### src/rtl/gra_pkg.sv
package gra_pkg;

  // ratio words are unsigned q8.8
  localparam int unsigned RATIO_W = 16;

  // result index fields are masked to this width
  localparam int unsigned OUT_IDX_W = 4;

  // pipeline stages between a row issue and the running best update
  localparam logic [1:0] DRAIN_CYCLES = 2'd3;

  // commands from the controller to the datapath
  typedef struct packed {
    logic load;       // accepted input word, store the pair
    logic issue;      // compare one image row against all frames
    logic pick;       // emit the best pair and mark it used
    logic last_pick;  // this pick closes the set
  } gra_cmd_t;

endpackage

### src/rtl/gra_ctrl.sv
module gra_ctrl #(
  parameter int unsigned MAX_PAIRS = 16
) (
  input  logic                   clk_i,
  input  logic                   rst_ni,
  input  logic                   start_i,
  input  logic                   last_pair_i,
  input  logic [$clog2(MAX_PAIRS+1)-1:0] count_i,
  output logic                   busy_o,
  output gra_pkg::gra_cmd_t      cmd_o,
  output logic [((MAX_PAIRS > 1) ? $clog2(MAX_PAIRS) : 1)-1:0] row_o,
  output logic                   res_valid_o
);
  import gra_pkg::*;

  localparam int unsigned CW = $clog2(MAX_PAIRS + 1);
  localparam int unsigned IW = (MAX_PAIRS > 1) ? $clog2(MAX_PAIRS) : 1;

  typedef enum logic [1:0] {
    ST_IDLE,
    ST_SCAN,
    ST_DRAIN,
    ST_PICK
  } state_e;

  state_e        state_q;
  logic [CW-1:0] row_q;
  logic [CW-1:0] pick_q;
  logic [1:0]    drain_q;
  logic          res_valid_q;
  logic          accept;
  logic          last_row;
  logic          last_pick;

  // handshake and loop end conditions
  assign accept    = start_i && (state_q == ST_IDLE);
  assign last_row  = (CW'(row_q + 1'b1) == count_i);
  assign last_pick = (CW'(pick_q + 1'b1) == count_i);

  // command decode
  always_comb begin
    cmd_o           = '0;
    cmd_o.load      = accept;
    cmd_o.issue     = (state_q == ST_SCAN);
    cmd_o.pick      = (state_q == ST_PICK);
    cmd_o.last_pick = (state_q == ST_PICK) && last_pick;
  end

  assign busy_o      = (state_q != ST_IDLE);
  assign row_o       = row_q[IW-1:0];
  assign res_valid_o = res_valid_q;

  // state and registered strobe
  always_ff @(posedge clk_i or negedge rst_ni) begin
    if (!rst_ni) begin
      state_q     <= ST_IDLE;
      row_q       <= '0;
      pick_q      <= '0;
      drain_q     <= '0;
      res_valid_q <= 1'b0;
    end else begin
      res_valid_q <= (state_q == ST_PICK);
      unique case (state_q)
        ST_IDLE: begin
          if (accept && last_pair_i) begin
            state_q <= ST_SCAN;
            row_q   <= '0;
            pick_q  <= '0;
          end
        end
        ST_SCAN: begin
          if (last_row) begin
            state_q <= ST_DRAIN;
            drain_q <= '0;
          end else begin
            row_q <= CW'(row_q + 1'b1);
          end
        end
        ST_DRAIN: begin
          if (drain_q == DRAIN_CYCLES - 2'd1) begin
            state_q <= ST_PICK;
          end else begin
            drain_q <= drain_q + 2'd1;
          end
        end
        ST_PICK: begin
          row_q <= '0;
          if (last_pick) begin
            state_q <= ST_IDLE;
            pick_q  <= '0;
          end else begin
            state_q <= ST_SCAN;
            pick_q  <= CW'(pick_q + 1'b1);
          end
        end
        default: begin
          state_q <= ST_IDLE;
        end
      endcase
    end
  end

endmodule

### src/rtl/gra_datapath.sv
module gra_datapath #(
  parameter int unsigned MAX_PAIRS = 16
) (
  input  logic                           clk_i,
  input  logic                           rst_ni,
  input  gra_pkg::gra_cmd_t              cmd_i,
  input  logic [((MAX_PAIRS > 1) ? $clog2(MAX_PAIRS) : 1)-1:0] row_i,
  input  logic [gra_pkg::RATIO_W-1:0]    image_ratio_i,
  input  logic [gra_pkg::RATIO_W-1:0]    frame_ratio_i,
  output logic [$clog2(MAX_PAIRS+1)-1:0] count_o,
  output logic [gra_pkg::OUT_IDX_W-1:0]  pick_frame_o,
  output logic [gra_pkg::OUT_IDX_W-1:0]  pick_image_o,
  output logic                           last_pick_o
);
  import gra_pkg::*;

  localparam int unsigned CW     = $clog2(MAX_PAIRS + 1);
  localparam int unsigned IW     = (MAX_PAIRS > 1) ? $clog2(MAX_PAIRS) : 1;
  localparam int unsigned LEAVES = 1 << $clog2(MAX_PAIRS);
  localparam int unsigned NODES  = 2 * LEAVES - 1;

  // pair stores, image side read one row at a time
  logic [RATIO_W-1:0] image_mem [MAX_PAIRS];
  logic [RATIO_W-1:0] frame_mem [MAX_PAIRS];

  logic [CW-1:0]        count_q;
  logic [MAX_PAIRS-1:0] image_used_q;
  logic [MAX_PAIRS-1:0] frame_used_q;
  logic                 store_en;

  // row read stage
  logic [RATIO_W-1:0] img_q;
  logic               s0_vld_q;
  logic [IW-1:0]      s0_row_q;

  // difference stage
  logic [RATIO_W-1:0] diff_d [MAX_PAIRS];
  logic [RATIO_W-1:0] diff_q [MAX_PAIRS];
  logic [MAX_PAIRS-1:0] dvld_d;
  logic [MAX_PAIRS-1:0] dvld_q;
  logic [IW-1:0]        s1_row_q;

  // row minimum stage
  logic [RATIO_W-1:0] node_d [NODES];
  logic [IW-1:0]      node_j [NODES];
  logic               node_v [NODES];
  logic [RATIO_W-1:0] rmin_q;
  logic [IW-1:0]      rmin_j_q;
  logic               rmin_vld_q;
  logic [IW-1:0]      s2_row_q;

  // running best of the current pick
  logic [RATIO_W-1:0] best_d_q;
  logic [IW-1:0]      best_i_q;
  logic [IW-1:0]      best_j_q;
  logic               best_found_q;
  logic               best_upd;

  // result word
  logic [OUT_IDX_W-1:0] frame_idx_q;
  logic [OUT_IDX_W-1:0] image_idx_q;
  logic                 last_pick_q;

  assign store_en = cmd_i.load && (count_q < CW'(MAX_PAIRS));
  assign count_o  = count_q;

  // store writes, a full store drops the pair
  always_ff @(posedge clk_i) begin
    if (store_en) begin
      image_mem[count_q[IW-1:0]] <= image_ratio_i;
      frame_mem[count_q[IW-1:0]] <= frame_ratio_i;
    end
  end

  // set count and used flags
  always_ff @(posedge clk_i or negedge rst_ni) begin
    if (!rst_ni) begin
      count_q      <= '0;
      image_used_q <= '0;
      frame_used_q <= '0;
    end else begin
      if (store_en) begin
        count_q <= CW'(count_q + 1'b1);
      end
      if (cmd_i.pick) begin
        if (cmd_i.last_pick) begin
          count_q      <= '0;
          image_used_q <= '0;
          frame_used_q <= '0;
        end else begin
          image_used_q[best_i_q] <= 1'b1;
          frame_used_q[best_j_q] <= 1'b1;
        end
      end
    end
  end

  // registered image row read
  always_ff @(posedge clk_i) begin
    if (cmd_i.issue) begin
      img_q <= image_mem[row_i];
    end
    s0_row_q <= row_i;
  end

  // absolute differences of one row against every live frame
  always_comb begin
    for (int j = 0; j < MAX_PAIRS; j++) begin
      diff_d[j] = (frame_mem[j] > img_q) ? (frame_mem[j] - img_q) : (img_q - frame_mem[j]);
      dvld_d[j] = s0_vld_q && !frame_used_q[j] && (CW'(j) < count_q);
    end
  end

  always_ff @(posedge clk_i) begin
    for (int j = 0; j < MAX_PAIRS; j++) begin
      diff_q[j] <= diff_d[j];
    end
    s1_row_q <= s0_row_q;
  end

  // min tree, left child wins ties so the lowest frame index is kept
  always_comb begin
    for (int k = 0; k < LEAVES; k++) begin
      if (k < MAX_PAIRS) begin
        node_d[LEAVES-1+k] = diff_q[k];
        node_v[LEAVES-1+k] = dvld_q[k];
      end else begin
        node_d[LEAVES-1+k] = '0;
        node_v[LEAVES-1+k] = 1'b0;
      end
      node_j[LEAVES-1+k] = IW'(k);
    end
    for (int k = LEAVES - 2; k >= 0; k--) begin
      if (node_v[2*k+1] && (!node_v[2*k+2] || (node_d[2*k+1] <= node_d[2*k+2]))) begin
        node_d[k] = node_d[2*k+1];
        node_j[k] = node_j[2*k+1];
      end else begin
        node_d[k] = node_d[2*k+2];
        node_j[k] = node_j[2*k+2];
      end
      node_v[k] = node_v[2*k+1] || node_v[2*k+2];
    end
  end

  always_ff @(posedge clk_i) begin
    rmin_q   <= node_d[0];
    rmin_j_q <= node_j[0];
    s2_row_q <= s1_row_q;
  end

  // earlier rows win ties, so only a strictly smaller row minimum replaces the best
  assign best_upd = rmin_vld_q && (!best_found_q || (rmin_q < best_d_q));

  always_ff @(posedge clk_i) begin
    if (best_upd) begin
      best_d_q <= rmin_q;
      best_i_q <= s2_row_q;
      best_j_q <= rmin_j_q;
    end
  end

  // pipeline valids and best flag
  always_ff @(posedge clk_i or negedge rst_ni) begin
    if (!rst_ni) begin
      s0_vld_q     <= 1'b0;
      dvld_q       <= '0;
      rmin_vld_q   <= 1'b0;
      best_found_q <= 1'b0;
    end else begin
      s0_vld_q   <= cmd_i.issue && !image_used_q[row_i];
      dvld_q     <= dvld_d;
      rmin_vld_q <= node_v[0];
      if (cmd_i.pick) begin
        best_found_q <= 1'b0;
      end else if (best_upd) begin
        best_found_q <= 1'b1;
      end
    end
  end

  // result word register
  always_ff @(posedge clk_i) begin
    if (cmd_i.pick) begin
      frame_idx_q <= OUT_IDX_W'(best_j_q);
      image_idx_q <= OUT_IDX_W'(best_i_q);
      last_pick_q <= cmd_i.last_pick;
    end
  end

  assign pick_frame_o = frame_idx_q;
  assign pick_image_o = image_idx_q;
  assign last_pick_o  = last_pick_q;

endmodule

### src/rtl/greedy_ratio_assignment_top.sv
// A word without last_pair is stored and busy stays low; a full store drops the pair.
// A word with last_pair starts matching of the N stored pairs: busy stays high for
// N picks, each one image row per cycle in the scan state, then the pipeline drain state and the pick state.
// Results are strobed for one cycle and cannot be stalled.
// Reset clears the controller, pair count and used flags; the ratio stores are not cleared.
module greedy_ratio_assignment_top #(
  parameter int unsigned MAX_PAIRS = 16
) (
  input  logic                          clk_i,
  input  logic                          rst_ni,
  input  logic                          start,
  output logic                          busy,
  input  logic [gra_pkg::RATIO_W-1:0]   image_ratio_i,
  input  logic [gra_pkg::RATIO_W-1:0]   frame_ratio_i,
  input  logic                          last_pair_i,
  output logic                          result_valid_o,
  output logic [gra_pkg::OUT_IDX_W-1:0] pick_frame_o,
  output logic [gra_pkg::OUT_IDX_W-1:0] pick_image_o,
  output logic                          last_pick_o
);
  import gra_pkg::*;

  localparam int unsigned CW = $clog2(MAX_PAIRS + 1);
  localparam int unsigned IW = (MAX_PAIRS > 1) ? $clog2(MAX_PAIRS) : 1;

  gra_cmd_t      cmd;
  logic [CW-1:0] count;
  logic [IW-1:0] row;

  // sequencer
  gra_ctrl #(
    .MAX_PAIRS (MAX_PAIRS)
  ) u_ctrl (
    .clk_i       (clk_i),
    .rst_ni      (rst_ni),
    .start_i     (start),
    .last_pair_i (last_pair_i),
    .count_i     (count),
    .busy_o      (busy),
    .cmd_o       (cmd),
    .row_o       (row),
    .res_valid_o (result_valid_o)
  );

  // stores, row compare pipeline and result register
  gra_datapath #(
    .MAX_PAIRS (MAX_PAIRS)
  ) u_datapath (
    .clk_i         (clk_i),
    .rst_ni        (rst_ni),
    .cmd_i         (cmd),
    .row_i         (row),
    .image_ratio_i (image_ratio_i),
    .frame_ratio_i (frame_ratio_i),
    .count_o       (count),
    .pick_frame_o  (pick_frame_o),
    .pick_image_o  (pick_image_o),
    .last_pick_o   (last_pick_o)
  );

endmodule

### config.mk
export PLATFORM = sky130hd
export DESIGN_NAME = greedy_ratio_assignment_top
export DESIGN_NICKNAME = d
export VERILOG_FILES = /design/src/rtl/gra_pkg.sv /design/src/rtl/gra_ctrl.sv /design/src/rtl/gra_datapath.sv /design/src/rtl/greedy_ratio_assignment_top.sv
export SDC_FILE = /design/constraint.sdc
export NUM_CORES = 2
export LEC_CHECK = 0
export BUFFER_PORTS_ARGS = -buffer_cell sky130_fd_sc_hd__buf_2
export CAP_MARGIN = 10
export CORE_ASPECT_RATIO = 1.5
export CORE_UTILIZATION = 50
export CTS_BUF_LIST = sky130_fd_sc_hd__clkbuf_4 sky130_fd_sc_hd__clkbuf_8
export CTS_CLUSTER_DIAMETER = 40
export DETAILED_ROUTE_END_ITERATION = 7
export HOLD_SLACK_MARGIN = 0.1
export PLACE_DENSITY = 0.63
export SLEW_MARGIN = 0
export SYNTH_ARGS = -nofsm -noshare
export SYNTH_HDL_FRONTEND = slang
export SYNTH_SLANG_ARGS = --single-unit
### constraint.sdc
create_clock -name clk_i -period 15.25 [get_ports clk_i]
set_input_delay 2.2875 -clock clk_i [delete_from_list [all_inputs] [get_ports clk_i]]
set_output_delay 2.2875 -clock clk_i [all_outputs]
set_load 0.05 [all_outputs]
* Yosys cells after proc, flatten, opt, wreduce, memory -nomap -nowiden
Memories as Yosys holds them, arrays and structs flattened. A register that Yosys moved wholly into a read port is not among the register bits. Cells that the tools add are included.
Cells by class: add/sub/neg operators 36, $mul 0, div/mod/pow operators 0, order comparisons 54, eq/ne operators 11, shift-type cells 0, muxes and demuxes 74, bitwise logic cells 2, reduce and logical (&&, ||, !) cells 129
Operator list (count):
- two-way mux 16 bit | 33
- subtractor 16 bit | 32
- > comparator 16 bit | 16
- <= comparator 16 bit | 15
- logical AND 1 bit | 55
- less-than comparator 4 x 5 -> 1 bit (first input constant) | 8
- zero test 1 bit | 33
- OR 16 bit | 2
- logical OR 1 bit | 31
- two-way mux 5 bit | 6
- less-than comparator 3 x 5 -> 1 bit (first input constant) | 4
- less-than comparator 16 bit | 1
- two-way mux 1 bit | 16
- two-way mux 2 bit | 8
- adder 5 x 1 -> 5 bit (second input constant) | 3
- less-than comparator 4 x 5 -> 1 bit (second input constant) | 3
- case mux 5 bit (3 select lines) | 1
- two-way mux 4 bit | 3
- == test 5 bit | 2
- less-than comparator 1 x 5 -> 1 bit (first input constant) | 2
- less-than comparator 2 x 5 -> 1 bit (first input constant) | 2
- case mux 5 bit (2 select lines) | 1
- AND reduction 3 bit | 3
- demux 1 bit (select 4 bit) | 2
- 15 further kinds | 24
Word-level totals: register bits 136, latch bits 0, bits in writable memories 768, ROM bits 0, bits of input ports 36, output and inout bits 11, logic and storage cells 332, memories 3
Memories:
- u_datapath.diff_q | words 16, bits a word 16, read ports 16, clocked after Yosys merged registers in 0, wr ports 16, line gra_datapath.sv:38 | logic [RATIO_W-1:0] diff_q [MAX_PAIRS];
- u_datapath.frame_mem | words 16, bits a word 16, read ports 16, clocked after Yosys merged registers in 0, wr ports 1, line gra_datapath.sv:24 | logic [RATIO_W-1:0] frame_mem [MAX_PAIRS];
- u_datapath.image_mem | words 16, bits a word 16, read ports 1, clocked after Yosys merged registers in 1, wr ports 1, line gra_datapath.sv:23 | logic [RATIO_W-1:0] image_mem [MAX_PAIRS];

* Logic depth before layout (Yosys ltp)
An unclocked memory read counts as a cell.
depth in word-level cells 17, mapped depth 42, depth with buffers taken out 37

* Modules after synthesis
From an unflattened synthesis, not the netlist that was laid out.
Second synthesis, totals: cells, all modules 5873, area total of the unflattened synthesis 61246.2 µm²
By module, submodules not included:
- gra_datapath | instances 1, cells each 5739, area each 60016.3 µm², seq. area each 24013.0 µm²
- gra_ctrl | instances 1, cells each 134, area each 1229.9 µm², seq. area each 375.4 µm²

* Worst setup path before layout
Ideal clock, no wire load.
path kind flip-flop to flip-flop, from memory u_datapath.diff_q[3][13] (netlist: u_datapath.diff_q[0][61]), to register u_datapath.rmin_q[10], setup time 95 ps, arrival 8298 ps, required time 15155 ps, slack 6856 ps, stages on the path, launching flop included 40, buffers on the path 7, clock period less this slack 8394 ps, cells stage by stage dfxtp_1 > inv_1 > ha_1 > a21o_1 > a21o_1 > a21oi_1 > o211ai_1 > o31ai_1 > buf_2 > buf_2 > mux2i_1 > ha_1 > a21o_1 > a21o_1 > a21oi_1 > o22ai_1 > o41ai_1 > buf_2 > [4 not listed] > a221o_1 > a221oi_1 > o21ai_1 > o31ai_4 > clkbuf_1 > o21ai_1 > ha_1 > nand3_1 > nor4_1 > o21ai_1 > a31oi_1 > o21ai_1 > and3_1 > buf_2 > buf_2 > a22o_1 > a211o_1 > a221oi_1
RTL lines:
- from (decl) | line gra_datapath.sv:38
- to (signal assigned) | line gra_datapath.sv:146 | rmin_q <= node_d[0];
- to (decl) | line gra_datapath.sv:47 | logic [RATIO_W-1:0] rmin_q;

==> flow_metrics.env <==
export IMPL_ys_seq_area_share_pct=39.9
export IMPL_fin_total_pwr_mw=14.4
export IMPL_die_w_um=287
export IMPL_synthDistinctLibCells=105
export IMPL_die_area_um2=124000
export IMPL_cts_hold_buf=0
export IMPL_fp_row_count=156
export IMPL_antenna_found_initial=17
export IMPL_port_buffers=46
export IMPL_grt_pass1_vias=47300
export IMPL_final_max_slew_viol_count=0
export IMPL_firstDrtPassIters=6
export IMPL_setup_ws_ns=4.77
export IMPL_final_cell_mix="763 x ha_1, 581 x inv_1, 561 x edfxtp_1, 381 x a21oi_1, 322 x a21o_1"
export IMPL_synth_edf_count=561
export IMPL_drive_above_1_share_pct=10.2
export IMPL_ff2ff_setup_slack_ns=4.77
export IMPL_viasPerCell=6.09
export IMPL_placed_area_um2=63100
export IMPL_register_area_um2=24400
export IMPL_cts_setup_buffers=0
export IMPL_synth_simple_area_share_pct=9.01
export IMPL_critPathKind="reg -> reg"
export IMPL_synth_seq_cells=920
export IMPL_fin_skew_ns=0.0601
export IMPL_power_density_nw_per_um2=216
export IMPL_cp_data_required_time_ns=16.05
export IMPL_cts_repair_resize_count=0
export IMPL_grt_total_usage_pct=33.2
export IMPL_synth_top_area_share_pct=27.6
export IMPL_synth_ff_type="edfxtp_1"
export IMPL_final_area_um2=66500
export IMPL_fmax_mhz=95.4
export IMPL_drt_iter0_markers=3370
export IMPL_syn_nets=6714
export IMPL_tightest_slew_ns=1.26
export IMPL_path_clk_slew_ns=0.07
export IMPL_clockBufferDepth=3
export IMPL_wl_per_cell_um=26.9
export IMPL_core_um2=121000
export IMPL_fin_cells=7662
export IMPL_clk_latency_ns=0.96
export IMPL_start_util_pct=50.6
export IMPL_grt_max_degree=72
export IMPL_synthTopCellsByArea="edfxtp_1 28%, ha_1 16%, dfxtp_1 9.4%, mux2i_1 5.2%, a21o_1 4.0%"
export IMPL_hold_viol=0
export IMPL_maxCapViolations=0
export IMPL_vias=46700
export IMPL_cts_buffers=158
export IMPL_finalSetupTns_ns=0
export IMPL_setup_viol=0
export IMPL_async_flop_share_pct=7.72
export IMPL_syn_area_um2=61100
export IMPL_place_gp_congestion=1.02
export IMPL_multi_input_area_um2=33700
export IMPL_status="complete, no violations"
export IMPL_p_leak_nw=30.2
export IMPL_nNetsFinal=6775
export IMPL_drc=0
export IMPL_ioPinCount=47
export IMPL_rsz0062_at_grt="no"
export IMPL_synth_top_area_cell="edfxtp_1"
export IMPL_muxShareOfSynthArea_pct=8.35
export IMPL_crit_path_end_kind="flop"
export IMPL_cts_htree_levels=4
export IMPL_hp_class="reg -> reg"
export IMPL_drt_wl_total_mm=206
export IMPL_yosysWarnings=0
export IMPL_cp_arrival_ns=11.28
export IMPL_synth_compound_area_share_pct=17.4
export IMPL_cpPeakStageDelay_ns=0.97
export IMPL_grt_pass1_wl_mm=299
export IMPL_cts_sinks=920
export IMPL_setup_worst_path_start_class="flop"
export IMPL_overflow=0
export IMPL_final_common_cell="ha_1"
export IMPL_crit_path_max_fanout=19
export IMPL_relSlewSlack_pct=15.8
export IMPL_fin_crit_ns=10.48
export IMPL_cts_tree="yes"
export IMPL_cpMostUsedCell="ha_1"
export IMPL_synth_xor_area_share_pct=3.35
export IMPL_fillCellCount=10700
export IMPL_ant_nets=0
export IMPL_synthCells=5883
export IMPL_hpwl_mm=146
export IMPL_pre_cts_ws_ns=5.05
export IMPL_cts_root_buf="clkbuf_8"
export IMPL_synth_top_family_by_area="compound AO/OA/AOI/OAI gates"
export IMPL_ir_drop_mv=0.117
export IMPL_avgSynthCellArea_um2=10.4
export IMPL_syn_to_final_growth_pct=8.91
export IMPL_synth_fa_ha_area_share_pct=16.7
export IMPL_numPlacedInstances=7364
export IMPL_min_period_over_period_pct=68.7
export IMPL_slowest_stage="nor2_1"
export IMPL_die_h_um=430
## worst paths after layout
check	depth (start not counted)	end	startpoint
worst max-delay path	36	u_datapath.rmin_j_q[0]	u_datapath.diff_q[1][57]
worst min-delay path	0	u_datapath.s2_row_q[2]	u_datapath.s1_row_q[2]
worst max register to register	36	u_datapath.rmin_j_q[0]	u_datapath.diff_q[1][57]
worst min register to register	0	u_datapath.s2_row_q[2]	u_datapath.s1_row_q[2]
max in group asynchronous	1	u_ctrl.row_q[0]	rst_ni
min in group asynchronous	1	u_datapath.image_used_q[11]	rst_ni
## synth_stat cells (all sizes together), types with 43 or more instances
master,instances
mux2i,317
nand4,100
dfrtp,71
buf,105
nand3,48
o21ai,293
a211oi,51
a21boi,43
ha,763
nor2b,113
a221oi,57
nor3,81
dfxtp,288
and2,51
a31oi,61
nand2,254
a21oi,387
xnor2,130
inv,592
nor2,227
a21o,322
o21a,46
mux2,103
clkbuf,121
nand2b,59
edfxtp,561
xor2,104
## critical path, delay by kind of cell (launching register included)
family                   cells  cell delay, ns
AND/OR/NAND/NOR             10            2.78
flip-flops                   1            0.33
AO/OA/AOI/OAI               16            4.44
multiplexers                 2            0.69
buffers and inverters        4            0.81
adder cells (fa/ha/maj)      4            1.27
## power breakdown
| group | total [mW] | internal (mW) | switching, mW |
|---|---|---|---|
| clock network | 2.42 | 1.30 | 1.12 |
| registers | 3.71 | 3.29 | 0.423 |
| logic | 8.25 | 3.11 | 5.14 |
| total | 14.4 | 7.69 | 6.68 |
## flip-flops by register name (all words and copies together) (netlist names), 2 cells and up
register / cells
u_ctrl.drain_q: 2
u_ctrl.pick_q: 5
u_ctrl.row_q: 5
u_ctrl.state_q: 2
u_datapath.best_d_q: 16
u_datapath.best_i_q: 4
u_datapath.best_j_q: 4
u_datapath.count_o: 5
u_datapath.diff_q: 256
u_datapath.dvld_q: 16
u_datapath.frame_mem: 256
u_datapath.frame_used_q: 16
u_datapath.image_mem: 256
u_datapath.image_used_q: 16
u_datapath.img_q: 16
u_datapath.pick_frame_o: 4
u_datapath.pick_image_o: 4
u_datapath.rmin_j_q: 4
u_datapath.rmin_q: 16
u_datapath.s0_row_q: 4
u_datapath.s1_row_q: 4
u_datapath.s2_row_q: 4
## routing by layer
metal  vias to the layer above  wire (µm)  track usage, %
met5                         -         12               0
met4                         2      15900            23.7
met3                       653      11200            4.58
met2                      1716     103000            58.3
met1                     22700      75800            36.6
li1                      21600          -               -
## cell families after synthesis
kind of cell | Yosys count
flip-flops | 920
XOR/XNOR | 234
adder cells (fa/ha/maj) | 795
AO/OA/AOI/OAI | 1583
multiplexers | 454
AND/OR/NAND/NOR | 1079
buffers and inverters | 818
## per-stage QoR
| step | util [%] | hold slack, ns |
|---|---|---|
| final | 55.1 | 0.324 |
| after global routing | 55.1 | 0.334 |
| after CTS | 55.0 | 0.328 |
| after detailed placement | 52.2 | 0.312 |
| after global placement | 52.2 | 0.312 |
| after floorplan | - | 0.310 |
## layout make-up
type	count	share of cell area [%]
Multi-Input combinational cell	4145	50.6
Sequential cell	920	36.7
Clock buffer	224	4.15
Inverter	592	3.34
Tap cell	1580	2.97
Timing Repair Buffer	127	1.26
Clock inverter	66	0.959
Antenna cell	8	0.0301
(Power assumes the default switching activity.)
